### src/rtl/core/rflc_pkg.sv
// ----------------------------------------------------------------------------
// rflc_pkg: shared types and constants of the reflectance line classifier
// Window geometry, register map, color codes and reset values.
// ----------------------------------------------------------------------------
`default_nettype none

package rflc_pkg;

  localparam int unsigned WINDOW_DEPTH = 8;
  localparam int unsigned WIN_IDX_W    = (WINDOW_DEPTH > 1) ? $clog2(WINDOW_DEPTH) : 1;
  localparam int unsigned WIN_CNT_W    = $clog2(WINDOW_DEPTH + 1);
  localparam logic [WIN_IDX_W-1:0] WIN_LAST = WIN_IDX_W'(WINDOW_DEPTH - 1);

  localparam int unsigned SAMPLE_W = 10;
  localparam int unsigned GAIN_W   = 16;
  localparam int unsigned LEVEL_W  = 15;
  localparam int unsigned COLOR_W  = 2;
  localparam int unsigned CFG_IDX_W  = 3;
  localparam int unsigned CFG_DATA_W = 16;

  localparam logic [LEVEL_W-1:0] LEVEL_MAX = '1;

  localparam logic [SAMPLE_W-1:0] THR_BLACK_RST   = 10'd40;
  localparam logic [SAMPLE_W-1:0] THR_WHITE_RST   = 10'd120;
  localparam logic [GAIN_W-1:0]   GAIN_NEW_RST    = 16'd16384;
  localparam logic [GAIN_W-1:0]   GAIN_PREV_RST   = 16'd16384;
  localparam logic [SAMPLE_W-1:0] MAX_REFLECT_RST = 10'd200;

  typedef enum logic [CFG_IDX_W-1:0] {
    REG_THR_BLACK   = 3'd0,
    REG_THR_WHITE   = 3'd1,
    REG_GAIN_NEW    = 3'd2,
    REG_GAIN_PREV   = 3'd3,
    REG_MAX_REFLECT = 3'd4
  } cfg_reg_e;

  typedef enum logic [COLOR_W-1:0] {
    COLOR_BLACK = 2'd0,
    COLOR_GRAY  = 2'd1,
    COLOR_WHITE = 2'd2
  } line_color_e;

endpackage

`default_nettype wire

### src/rtl/core/reflectance_filter_line_classifier_unit.sv
// ----------------------------------------------------------------------------
// reflectance_filter_line_classifier_unit: brightness, low-pass, window class
// Converts a color sample to brightness, stores it in the sample window RAM,
// runs a first-order low-pass filter and classifies the window contents.
// ----------------------------------------------------------------------------
// Flow: a taken request steps through WRITE, MULB, SCAN, DRAIN and DONE; the
//   next is taken after the result is loaded. The window scan reads one RAM
//   entry per cycle through the single read port.
// Reset: registers take their reset values, window reads as zero through
//   per-entry valid bits, write slot and filter state cleared, no sweep.
`default_nettype none

module reflectance_filter_line_classifier_unit (
  input  logic                            clk_i,
  input  logic                            rst_ni,
  // configuration
  input  logic                            cfg_we_i,
  input  logic [rflc_pkg::CFG_IDX_W-1:0]  cfg_idx_i,
  input  logic [rflc_pkg::CFG_DATA_W-1:0] cfg_wdata_i,
  // input channel
  input  logic                            in_valid_i,
  output logic                            in_stall_o,
  input  logic [rflc_pkg::SAMPLE_W-1:0]   red_raw_i,
  input  logic [rflc_pkg::SAMPLE_W-1:0]   green_raw_i,
  input  logic [rflc_pkg::SAMPLE_W-1:0]   blue_raw_i,
  // output channel
  output logic                            out_valid_o,
  input  logic                            out_stall_i,
  output logic [rflc_pkg::SAMPLE_W-1:0]   brightness_o,
  output logic [rflc_pkg::LEVEL_W-1:0]    filtered_level_o,
  output logic [rflc_pkg::COLOR_W-1:0]    line_color_o
);
  import rflc_pkg::*;

  typedef enum logic [5:0] {
    S_IDLE  = 6'b000001,
    S_WRITE = 6'b000010,
    S_MULB  = 6'b000100,
    S_SCAN  = 6'b001000,
    S_DRAIN = 6'b010000,
    S_DONE  = 6'b100000
  } state_e;

  state_e state_q, state_d;

  // configuration registers
  logic [SAMPLE_W-1:0] thr_black_q, thr_white_q, max_reflect_q;
  logic [GAIN_W-1:0]   gain_new_q, gain_prev_q;

  always_ff @(posedge clk_i or negedge rst_ni) begin
    if (!rst_ni) begin
      thr_black_q   <= THR_BLACK_RST;
      thr_white_q   <= THR_WHITE_RST;
      gain_new_q    <= GAIN_NEW_RST;
      gain_prev_q   <= GAIN_PREV_RST;
      max_reflect_q <= MAX_REFLECT_RST;
    end else if (cfg_we_i) begin
      case (cfg_reg_e'(cfg_idx_i))
        REG_THR_BLACK:   thr_black_q   <= cfg_wdata_i[SAMPLE_W-1:0];
        REG_THR_WHITE:   thr_white_q   <= cfg_wdata_i[SAMPLE_W-1:0];
        REG_GAIN_NEW:    gain_new_q    <= cfg_wdata_i;
        REG_GAIN_PREV:   gain_prev_q   <= cfg_wdata_i;
        REG_MAX_REFLECT: max_reflect_q <= cfg_wdata_i[SAMPLE_W-1:0];
        default: ;
      endcase
    end
  end

  // handshakes
  logic in_req, out_req, out_load;
  assign in_stall_o = (state_q != S_IDLE);
  assign in_req     = in_valid_i && !in_stall_o;
  assign out_req    = out_valid_o && !out_stall_i;
  assign out_load   = (state_q == S_DONE) && (!out_valid_o || !out_stall_i);

  // brightness: floor((g+b)/2) clamped
  logic [SAMPLE_W:0]   gb_sum;
  logic [SAMPLE_W-1:0] bright_raw, bright_d;
  assign gb_sum     = {1'b0, green_raw_i} + {1'b0, blue_raw_i};
  assign bright_raw = gb_sum[SAMPLE_W:1];
  assign bright_d   = (bright_raw > max_reflect_q) ? max_reflect_q : bright_raw;

  logic [SAMPLE_W-1:0] bright_q;
  always_ff @(posedge clk_i) begin
    if (in_req) begin
      bright_q <= bright_d;
    end
  end

  // sequencer
  logic [WIN_IDX_W-1:0] slot_q, scan_q;

  always_comb begin
    state_d = state_q;
    case (state_q)
      S_IDLE:  if (in_req) state_d = S_WRITE;
      S_WRITE: state_d = S_MULB;
      S_MULB:  state_d = S_SCAN;
      S_SCAN:  if (scan_q == WIN_LAST) state_d = S_DRAIN;
      S_DRAIN: state_d = S_DONE;
      S_DONE:  if (out_load) state_d = S_IDLE;
      default: state_d = S_IDLE;
    endcase
  end

  always_ff @(posedge clk_i or negedge rst_ni) begin
    if (!rst_ni) begin
      state_q <= S_IDLE;
      slot_q  <= '0;
      scan_q  <= '0;
    end else begin
      state_q <= state_d;
      if (state_q == S_WRITE) begin
        slot_q <= (slot_q == WIN_LAST) ? '0 : slot_q + 1'b1;
      end
      if (state_q == S_MULB) begin
        scan_q <= '0;
      end else if (state_q == S_SCAN) begin
        scan_q <= (scan_q == WIN_LAST) ? '0 : scan_q + 1'b1;
      end
    end
  end

  // sample window RAM, one write and one registered read port
  logic [SAMPLE_W-1:0]     win_mem [WINDOW_DEPTH];
  logic [SAMPLE_W-1:0]     rd_data_q;
  logic [WINDOW_DEPTH-1:0] win_vld_q;
  logic                    rd_vld_q, cnt_en_q;

  always_ff @(posedge clk_i) begin
    if (state_q == S_WRITE) begin
      win_mem[slot_q] <= bright_q;
    end
    if (state_q == S_SCAN) begin
      rd_data_q <= win_mem[scan_q];
    end
  end

  // entries never written read as zero
  always_ff @(posedge clk_i or negedge rst_ni) begin
    if (!rst_ni) begin
      win_vld_q <= '0;
      rd_vld_q  <= 1'b0;
      cnt_en_q  <= 1'b0;
    end else begin
      if (state_q == S_WRITE) begin
        win_vld_q[slot_q] <= 1'b1;
      end
      if (state_q == S_SCAN) begin
        rd_vld_q <= win_vld_q[scan_q];
      end
      cnt_en_q <= (state_q == S_SCAN);
    end
  end

  // window classification counters
  logic [SAMPLE_W-1:0]  sample;
  logic                 is_black, is_white, is_gray;
  logic [WIN_CNT_W-1:0] blacks_q, whites_q, grays_q;

  assign sample   = rd_vld_q ? rd_data_q : '0;
  assign is_black = (sample < thr_black_q);
  assign is_white = !is_black && (sample > thr_white_q);
  assign is_gray  = !is_black && !is_white &&
                    (sample > thr_black_q) && (sample < thr_white_q);

  always_ff @(posedge clk_i) begin
    if (state_q == S_MULB) begin
      blacks_q <= '0;
      whites_q <= '0;
      grays_q  <= '0;
    end else if (cnt_en_q) begin
      blacks_q <= blacks_q + WIN_CNT_W'(is_black);
      whites_q <= whites_q + WIN_CNT_W'(is_white);
      grays_q  <= grays_q + WIN_CNT_W'(is_gray);
    end
  end

  // low-pass filter: two products on separate cycles, then sum and saturate
  logic [GAIN_W+SAMPLE_W-1:0] prod_a_q;
  logic [GAIN_W+LEVEL_W-1:0]  prod_b_q;
  logic [GAIN_W+LEVEL_W:0]    acc;
  logic [GAIN_W+LEVEL_W-15:0] acc_sh;
  logic [LEVEL_W-1:0]         level_d, prev_q;

  assign acc    = {(LEVEL_W - SAMPLE_W + 1)'(0), prod_a_q} + {1'b0, prod_b_q};
  assign acc_sh = acc[GAIN_W+LEVEL_W:15];
  assign level_d = (acc_sh > {2'b00, LEVEL_MAX}) ? LEVEL_MAX : acc_sh[LEVEL_W-1:0];

  always_ff @(posedge clk_i) begin
    if (state_q == S_WRITE) begin
      prod_a_q <= gain_new_q * bright_q;
    end
    if (state_q == S_MULB) begin
      prod_b_q <= gain_prev_q * prev_q;
    end
  end

  always_ff @(posedge clk_i or negedge rst_ni) begin
    if (!rst_ni) begin
      prev_q <= '0;
    end else if ((state_q == S_SCAN) && (scan_q == '0)) begin
      prev_q <= level_d;
    end
  end

  // decision and output register
  line_color_e color_d;
  always_comb begin
    if (whites_q == WIN_CNT_W'(WINDOW_DEPTH)) begin
      color_d = COLOR_WHITE;
    end else if (blacks_q > grays_q) begin
      color_d = COLOR_BLACK;
    end else begin
      color_d = COLOR_GRAY;
    end
  end

  logic out_valid_q;
  always_ff @(posedge clk_i or negedge rst_ni) begin
    if (!rst_ni) begin
      out_valid_q <= 1'b0;
    end else if (out_load) begin
      out_valid_q <= 1'b1;
    end else if (out_req) begin
      out_valid_q <= 1'b0;
    end
  end

  logic [SAMPLE_W-1:0] out_bright_q;
  logic [LEVEL_W-1:0]  out_level_q;
  line_color_e         out_color_q;
  always_ff @(posedge clk_i) begin
    if (out_load) begin
      out_bright_q <= bright_q;
      out_level_q  <= prev_q;
      out_color_q  <= color_d;
    end
  end

  assign out_valid_o      = out_valid_q;
  assign brightness_o     = out_bright_q;
  assign filtered_level_o = out_level_q;
  assign line_color_o     = out_color_q;

endmodule

`default_nettype wire

### config.mk
export PLATFORM = sky130hd
export DESIGN_NAME = reflectance_filter_line_classifier_unit
export DESIGN_NICKNAME = d
export VERILOG_FILES = /design/src/rtl/core/rflc_pkg.sv /design/src/rtl/core/reflectance_filter_line_classifier_unit.sv
export SDC_FILE = /design/constraint.sdc
export NUM_CORES = 1
export LEC_CHECK = 0
export BUFFER_PORTS_ARGS = -buffer_cell sky130_fd_sc_hd__buf_2
export CAP_MARGIN = 20
export CORE_UTILIZATION = 45
export DETAILED_ROUTE_END_ITERATION = 10
export SLEW_MARGIN = 20
export SYNTH_ARGS = -nofsm -noshare
export SYNTH_HDL_FRONTEND = slang
export SYNTH_SLANG_ARGS = --single-unit
### constraint.sdc
create_clock -name clk_i -period 7.5 [get_ports clk_i]
set_clock_uncertainty 0.05 [all_clocks]
set_input_delay 1.125 -clock clk_i [delete_from_list [all_inputs] [get_ports clk_i]]
set_output_delay 1.125 -clock clk_i [all_outputs]
set_load 0.005 [all_outputs]
Yosys cells after proc, flatten, opt, wreduce, memory -nomap -nowiden --
Memory sizes are Yosys's and may differ from the RTL's. A register that Yosys moved wholly into a read port is not among the register bits. Index checks and enable logic that the tools add are counted.
Storage, ports and cells: register bits 206, RAM bits 80, memories kept 1
Cells by class: $add $sub $neg 7, multiply operators 2, equal/unequal tests 17, bitwise logic cells 1, $lt $le $gt $ge 10, reduce and logical (&&, ||, !) cells 25, muxes and demuxes 20
Memory list:
- win_mem | words 8, width 10, rd ports 1, clocked after memory_dff 1, write ports 1, line reflectance_filter_line_classifier_unit.sv:125 | logic [SAMPLE_W-1:0] win_mem [WINDOW_DEPTH];
Operators with widths (count):
- 6-bit case mux with 6 select lines | 1
- 26-bit by 31-bit adder with 32-bit output | 1
- 16-bit by 15-bit multiplier with 31-bit output | 1
- 10-bit > comparator | 3
- 16-bit by 10-bit multiplier with 26-bit output | 1
- 10-bit < comparator | 2
- 10-bit two-way mux | 2
- 6-bit two-way mux | 3
- 17-bit by 15-bit > comparator with 1-bit output, second input constant | 1
- 15-bit two-way mux | 1
- 4-bit by 1-bit adder with 4-bit output | 3
- 3-bit two-way mux | 4
- 10-bit by 10-bit adder with 11-bit output | 1
- 2-bit AND reduction | 5
- 3-bit equality test, second input constant | 3
- 1-bit logical AND | 9
- 3-bit by 4-bit < comparator with 1-bit output, second input constant | 2
- 8-bit OR | 1
- 1-bit two-way mux | 7
- 3-bit by 1-bit adder with 3-bit output, second input constant | 2
- 3-bit by 2-bit equality test with 1-bit output, second input constant | 2
- 6-bit by 1-bit equality test with 1-bit output, second input constant | 1
- 6-bit by 2-bit equality test with 1-bit output, second input constant | 1
- 6-bit by 3-bit equality test with 1-bit output, second input constant | 1
- other kinds (16) | 24

Logic depth before layout (Yosys ltp) --
Gate-level depths: netlist of the first run.
word-level depth 9, depth in mapped cells 23

Worst setup path before layout of the first run --
OpenSTA, ideal clock, no wires.
path type reg2reg, from register gain_prev_q[7], to register prod_b_q[25], data pin, data required time 7.188 ns, library setup time 0.262 ns, cell stages (with the launch flop) 24, clock period less this slack 6.116 ns, setup slack 1.384 ns, buffers on the path 1, arrival time 5.803 ns, cell sequence dfrtp_1 clkbuf_1 and2_1 fa_1 inv_1 fa_1 inv_1 fa_1 inv_1 fa_1 inv_1 fa_1 inv_1 fa_1 inv_1 ha_1 a21o_1 a21o_1 a21o_1 a32oi_1 o21ai_1 a211oi_1 o21bai_1 xor2_1
On the way: longest elaborated chain between the ends 1
Ends and longest elaborated chain:
- from (decl) | line reflectance_filter_line_classifier_unit.sv:48 | logic [GAIN_W-1:0] gain_new_q, gain_prev_q;
- from (signal assigned) | line reflectance_filter_line_classifier_unit.sv:62 | REG_GAIN_PREV: gain_prev_q <= cfg_wdata_i;
- 16-bit by 15-bit multiplier with 31-bit output | line reflectance_filter_line_classifier_unit.sv:195 | prod_b_q <= gain_prev_q * prev_q;
- to (signal assigned) | line reflectance_filter_line_classifier_unit.sv:195
- to (decl) | line reflectance_filter_line_classifier_unit.sv:181 | logic [GAIN_W+LEVEL_W-1:0] prod_b_q;
No other way between the ends. A chain may end at the register's enable or synchronous reset.

Worst setup path after layout of the first run --
from register prev_q[3], to register prod_b_q[25], data pin
On the way: longest elaborated chain between the ends 1
Ends and longest elaborated chain:
- from (decl) | line reflectance_filter_line_classifier_unit.sv:184 | logic [LEVEL_W-1:0] level_d, prev_q;
- from (signal assigned) | line reflectance_filter_line_classifier_unit.sv:203 | prev_q <= level_d;
- 16-bit by 15-bit multiplier with 31-bit output | line reflectance_filter_line_classifier_unit.sv:195
No other way between the ends.

==> results of run 1 <==
[worst paths after layout]
check | endpoint | depth (start not counted) | slack, ps | start
hold / removal | win_vld_q[6] | 1 | 420 | win_vld_q[6]
hold reg to reg | win_vld_q[6] | 1 | 420 | win_vld_q[6]
setup / recovery | prod_b_q[25] | 22 | 760 | prev_q[3]
setup reg to reg | prod_b_q[25] | 22 | 760 | prev_q[3]
max in group asynchronous | scan_q[1] | 2 | 5520 | rst_ni
min in group asynchronous | max_reflect_q[2] | 1 | 490 | rst_ni
[state kept, by name, indices dropped and copies added, names as in the netlist, 8 cells and up]
signal,cells
max_reflect_q,10
bright_q,10
prod_b_q,31
gain_prev_q,16
gain_new_q,16
rd_data_q,10
win_vld_q,8
prev_q,15
thr_black_q,10
filtered_level_o,15
thr_white_q,10
win_mem,80
brightness_o,10
prod_a_q,26
[routing by layer]
metal  routed length (um)  vias to the layer above  share of wire [%]
li1                     -                     7966                  -
met1                27030                     8754                 45
met2                29240                      381                 48
met3                 2774                       96                4.6
met4                 1439                        0                2.4
met5                    0                        -                  0
[layout by cell type, fill, tap and decap left out, types with 54 or more instances in the layout]
cell	Yosys	layout
a21oi_1	73	72
and2_1	229	229
buf_2	2	71
dfrtp_1	88	87
edfxtp_1	184	184
fa_1	291	291
ha_1	235	235
inv_1	384	384
mux2_2	54	54
nand2_1	266	266
nor2_1	75	75
o21ai_0	56	56
[final cells by class]
class                      instances  area, um2
fill                            5035      28050
multi-input combinational       1632      15830
sequential                       296       8284
inverter                         384       1441
clock buffer                      48      997.2
tap                              756      945.9
timing repair buffer             118      711.9
clock inverter                    18      234.0
antenna                            1      2.502
[stage by stage]
stage,hold WS [ps],util (%)
6_report,415.1,50.35
5_1_grt,435.6,50.35
4_1_cts,414.0,50.32
3_5_place_dp,399.0,48.14
3_3_place_gp,396.1,48.13
2_1_floorplan,373.1,-
[cells by family after synthesis]
group / Yosys count
mux: 83
fa+ha+maj: 526
xor+xnor: 72
simple gates: 697
compound gates: 254
buf+inv: 467
flops: 296
==> results.ini, run 1 <==
[flow_run]
cap_violations=0

[global_routing]
grt_util_met1_pct=29.26
grt_overflow=0
met3_usage_pct=2.863
grt.total_usage_pct=21.41
grt_max_degree=69
grt_pass1_vias=18280
busiest_layer=met2
grt.met2_usage_pct=35.95
grt_pass1_wl_um=98750
antenna_found_initial=1

[setup_path]
critPathBufInv=6
required_ps=7740
path_cells=and2_1 > fa_1 > inv_1 > fa_1 > inv_1 > fa_1 > inv_1 > fa_1 > inv_1 > fa_1 > inv_1 > fa_1 > inv_1 > ha_1 > a21o_1 > a21o_1 > a21o_1 > a32oi_1 > o21ai_1 > a211oi_1 > o21bai_1 > xor2_1
crit_family=adder cells
max_stage_delay_ps=580
worstPathArrival_ps=6970
cp-end-kind=register
slowest_stage=dfrtp_1
crit_fanout=12
setup.worst_path.class=register to register
critPathLaunchType=register

[layout]
drive_gt1_share_pct=11.86
postLayoutCellArea_um2=28450
syn2layout_area_growth_pct=10.17
final-instance-count-excl-fill=3253
nets=3048

[cts]
hold_buffers=0
clkSlewWorstSetupHoldPaths_ps=60
cts_root_buf=clkbuf_16
cts.repair.resized=0
post-cts-setup-buffer-count=0
cts_sinks=296
cts-buffers-inserted=36
clk_latency_ps=560
clockBufferDepth=3
cts_max_level=2
cts_tree=yes

[timing]
post-route-min-period_ps=6736
max_freq_mhz=148.5
hold_viol=0
worst_pin_slew_ps=1049
post-route-period-util_pct=89.81
slew_violations=0
relSlewSlack_pct=29.84
rsz0062_at_grt=no
setup_violations=0
setup_tns_ps=0
fin_ws_ps=764.4

[floorplanning]
io_pins=83
core_area_um2=56500
dieHeight_um=241.5
fp.dieW_um=241.5
start_util_pct=45.70
dieArea_um2=58340
num_rows=87

[placement]
placed_cells_incl_taps=3185
gp_congestion=0.8932
port_buffers=72
dpl.hpwl_um=45830
place_ws_ps=780.5
post_dp_cell_area_um2=27190

[synthesis]
yosys.area_share.xor_xnor_pct=2.442
ys_types=79
synthTopCellsByCount=inv_1, fa_1, nand2_1
synth-edff-count=184
synth.avg_cell_area_um2=10.78
synthMuxAreaShare_pct=4.545
synth_adder_area_share_pct=33.95
synth_seq_area_share_pct=32.08
synth_most_common_cell=inv_1
synth-compound-area-share_pct=6.503
yosysWarnings=0
yosysTopAreaCellShare_pct=22.56
synth-seq-cells=296
yosys.area_share.simple_pct=13.66
synth-async-reset-ratio_pct=33.78
synth_top_family_by_area=adder cells
ys_top_cells_by_area=fa_1, edfxtp_1, ha_1
synth.largest_area_cell=fa_1
synth_ff_type=edfxtp_1
synth_fp_nets=2975
syn-cell-area_um2=25820
syn-instance-count=2395

[routing]
drc_errors=0
wl_per_cell_um=18.59
vias=17200
drtIter0Drc=997
vias_per_cell=5.287
wl_um=60480
dr.pass1.iters=5
ant_nets=0

[outcome]
status=complete, no violations

[min_path]
worstHoldPathType=register to register

Power of run 1 is not shown: default switching activity piles up to over one toggle a cycle in this logic, so the estimate is an artifact.
==> run 2: changes to the inputs <==
Settings changed: PLACE_DENSITY set to 0.64.
==> run 2 against run 1 <==
  * Critical path depth unchanged
  * Worst setup slack better by 79 ps
  * Die area is the same
  * Sequential share of layout area increased by 0.10 points
  * Count of clock-buffer cells in the layout shrank 6
  * Register-to-register slack gained 80 ps
  * Wire length shrank 2.8%
  * Global-route usage fell by 0.70 points
  * Hold slack lost 2.1 ps
  * Via count down 0.29%
  * First-iteration DRC count up 5.4%
  * Design area down 0.36%
  * Critical path type unchanged
  * Critical endpoint unchanged
  * Highest routed layer unchanged
==> results.ini, run 2 (synthesis gave the netlist of run 1 again) <==
[cts]
cts-buffers-inserted=34  ; -5.6%
clockBufferDepth=3  ; unchanged
cts_sinks=296  ; unchanged
cts_max_level=2  ; unchanged
cts_tree=yes
cts.repair.resized=0  ; unchanged
clk_latency_ps=560  ; about the same
clkSlewWorstSetupHoldPaths_ps=60  ; about the same
post-cts-setup-buffer-count=0  ; unchanged
hold_buffers=0  ; unchanged
cts_root_buf=clkbuf_16

[setup_path]
crit_fanout=11  ; -1
critPathBufInv=6  ; unchanged
rrSetupSlack_ps=840  ; +80 ps
critPathLaunchType=register
crit_family=adder cells
required_ps=7750  ; about the same
path_cells=and2_1 > fa_1 > inv_1 > fa_1 > inv_1 > fa_1 > inv_1 > fa_1 > inv_1 > fa_1 > inv_1 > fa_1 > inv_1 > ha_1 > a21o_1 > a21o_1 > a21o_1 > a32oi_1 > o21ai_1 > a211oi_1 > o21bai_1 > xor2_1
worstPathArrival_ps=6900  ; -70 ps
max_stage_delay_ps=550  ; -30 ps
setup.worst_path.class=register to register
cp-end-kind=register
slowest_stage=dfrtp_1

[placement]
dpl.hpwl_um=45260  ; -1.3%
gp_congestion=0.8811  ; -1.4%
place_ws_ps=856.9  ; +76.44 ps
port_buffers=72  ; unchanged
post_dp_cell_area_um2=27180  ; about the same

[global_routing]
grt_pass1_wl_um=96190  ; -2.6%
grt.total_usage_pct=20.71  ; -0.70 points
antenna_found_initial=0  ; -1
grt_pass1_vias=17980  ; -1.7%
grt_overflow=0  ; unchanged
grt_max_degree=59  ; -14%

[timing]
slew_violations=0  ; unchanged
setup_tns_ps=0  ; unchanged
post-route-min-period_ps=6656  ; -79.12 ps
setup_violations=0  ; unchanged
post-route-period-util_pct=88.75  ; -1.1 points
worst_pin_slew_ps=1040  ; -8.505 ps
fin_ws_ps=843.6  ; +79.12 ps
hold_viol=0  ; unchanged
relSlewSlack_pct=30.41  ; +0.57 points
rsz0062_at_grt=no
max_freq_mhz=150.2  ; +1.2%

[layout]
syn2layout_area_growth_pct=9.764
n_fill_cell=4988  ; -0.93%
largest_reg_flops=80  ; unchanged
reg_top3=win_mem x80, prod_b_q x31, prod_a_q x26
drive_gt1_share_pct=11.54  ; -0.32 points
nets=3043  ; -0.16%
top_register=win_mem
utilization_pct=50.17  ; -0.18 points
layout_commonest_cell=inv_1
postLayoutCellArea_um2=28340  ; -0.36%
layout_common_cells=inv_1, fa_1, nand2_1, ha_1, and2_1

[flow_run]
cap_violations=0  ; unchanged

[outcome]
status=complete, no violations

[routing]
drtIter0Drc=1051  ; +5.4%
wl_um=58820  ; -2.8%
dr.pass1.iters=6  ; +1
drc_errors=0  ; unchanged
vias_per_cell=5.284  ; about the same
wl_per_cell_um=18.12  ; -2.5%
ant_nets=0  ; unchanged
vias=17150  ; -0.29%

[floorplanning]
dieArea_um2=58340  ; unchanged
core_area_um2=56500  ; unchanged
fp.dieW_um=241.5  ; unchanged
start_util_pct=45.70  ; unchanged
dieHeight_um=241.5  ; unchanged
io_pins=83  ; unchanged
num_rows=87  ; unchanged

[min_path]
worstHoldPathType=register to register

## run 2: cell count changes in the layout (fill, tap and decap cells not counted), moves of 2 or more
cell        change
buf_4           -3
clkbuf_8        -3
clkinvlp_4      -3
clkbuf_16       -2
clkinv_1        +2
inv_6           +2
## run 2: final cells by class
type	instances	area (um2)	share of cell area, %
diodes	1	2.502	0.008829
flip-flops and latches	296	8283	29.22
clock inverters	19	246.5	0.8697
multi-input cells	1632	15830	55.86
clock buffers	42	902.1	3.183
well taps	756	945.9	3.337
inverters	384	1441	5.086
repair buffers	115	689.4	2.432
## run 2: per-stage QoR
stage	hold slack, ps	cells
finish	413.0	3245
global route	432.6	3244
CTS	414.6	3243
detailed placement	399.6	3182
global placement	395.6	3180
floorplan	373.1	2395
## run 2: layer usage
layer	wire (um)	share of wire (%)	up-vias	global-route usage, %
met4	1141	1.9	0	5.096
met5	0	0	-	0
met2	29630	50	371	36.05
met3	2880	4.9	87	2.863
met1	25170	43	8734	27.18
li1	-	-	7955	-
## run 2: worst paths after layout
check / from / endpoint / depth (start not counted)
min: win_vld_q[3] / win_vld_q[3] / 1
min in group asynchronous: rst_ni / gain_prev_q[8] / 1
min reg2reg: win_vld_q[3] / win_vld_q[3] / 1
max: prev_q[3] / prod_b_q[25] / 22
max in group asynchronous: rst_ni / win_vld_q[6] / 2
max reg2reg: prev_q[3] / prod_b_q[25] / 22
Power of run 2 is left out for the same reason.
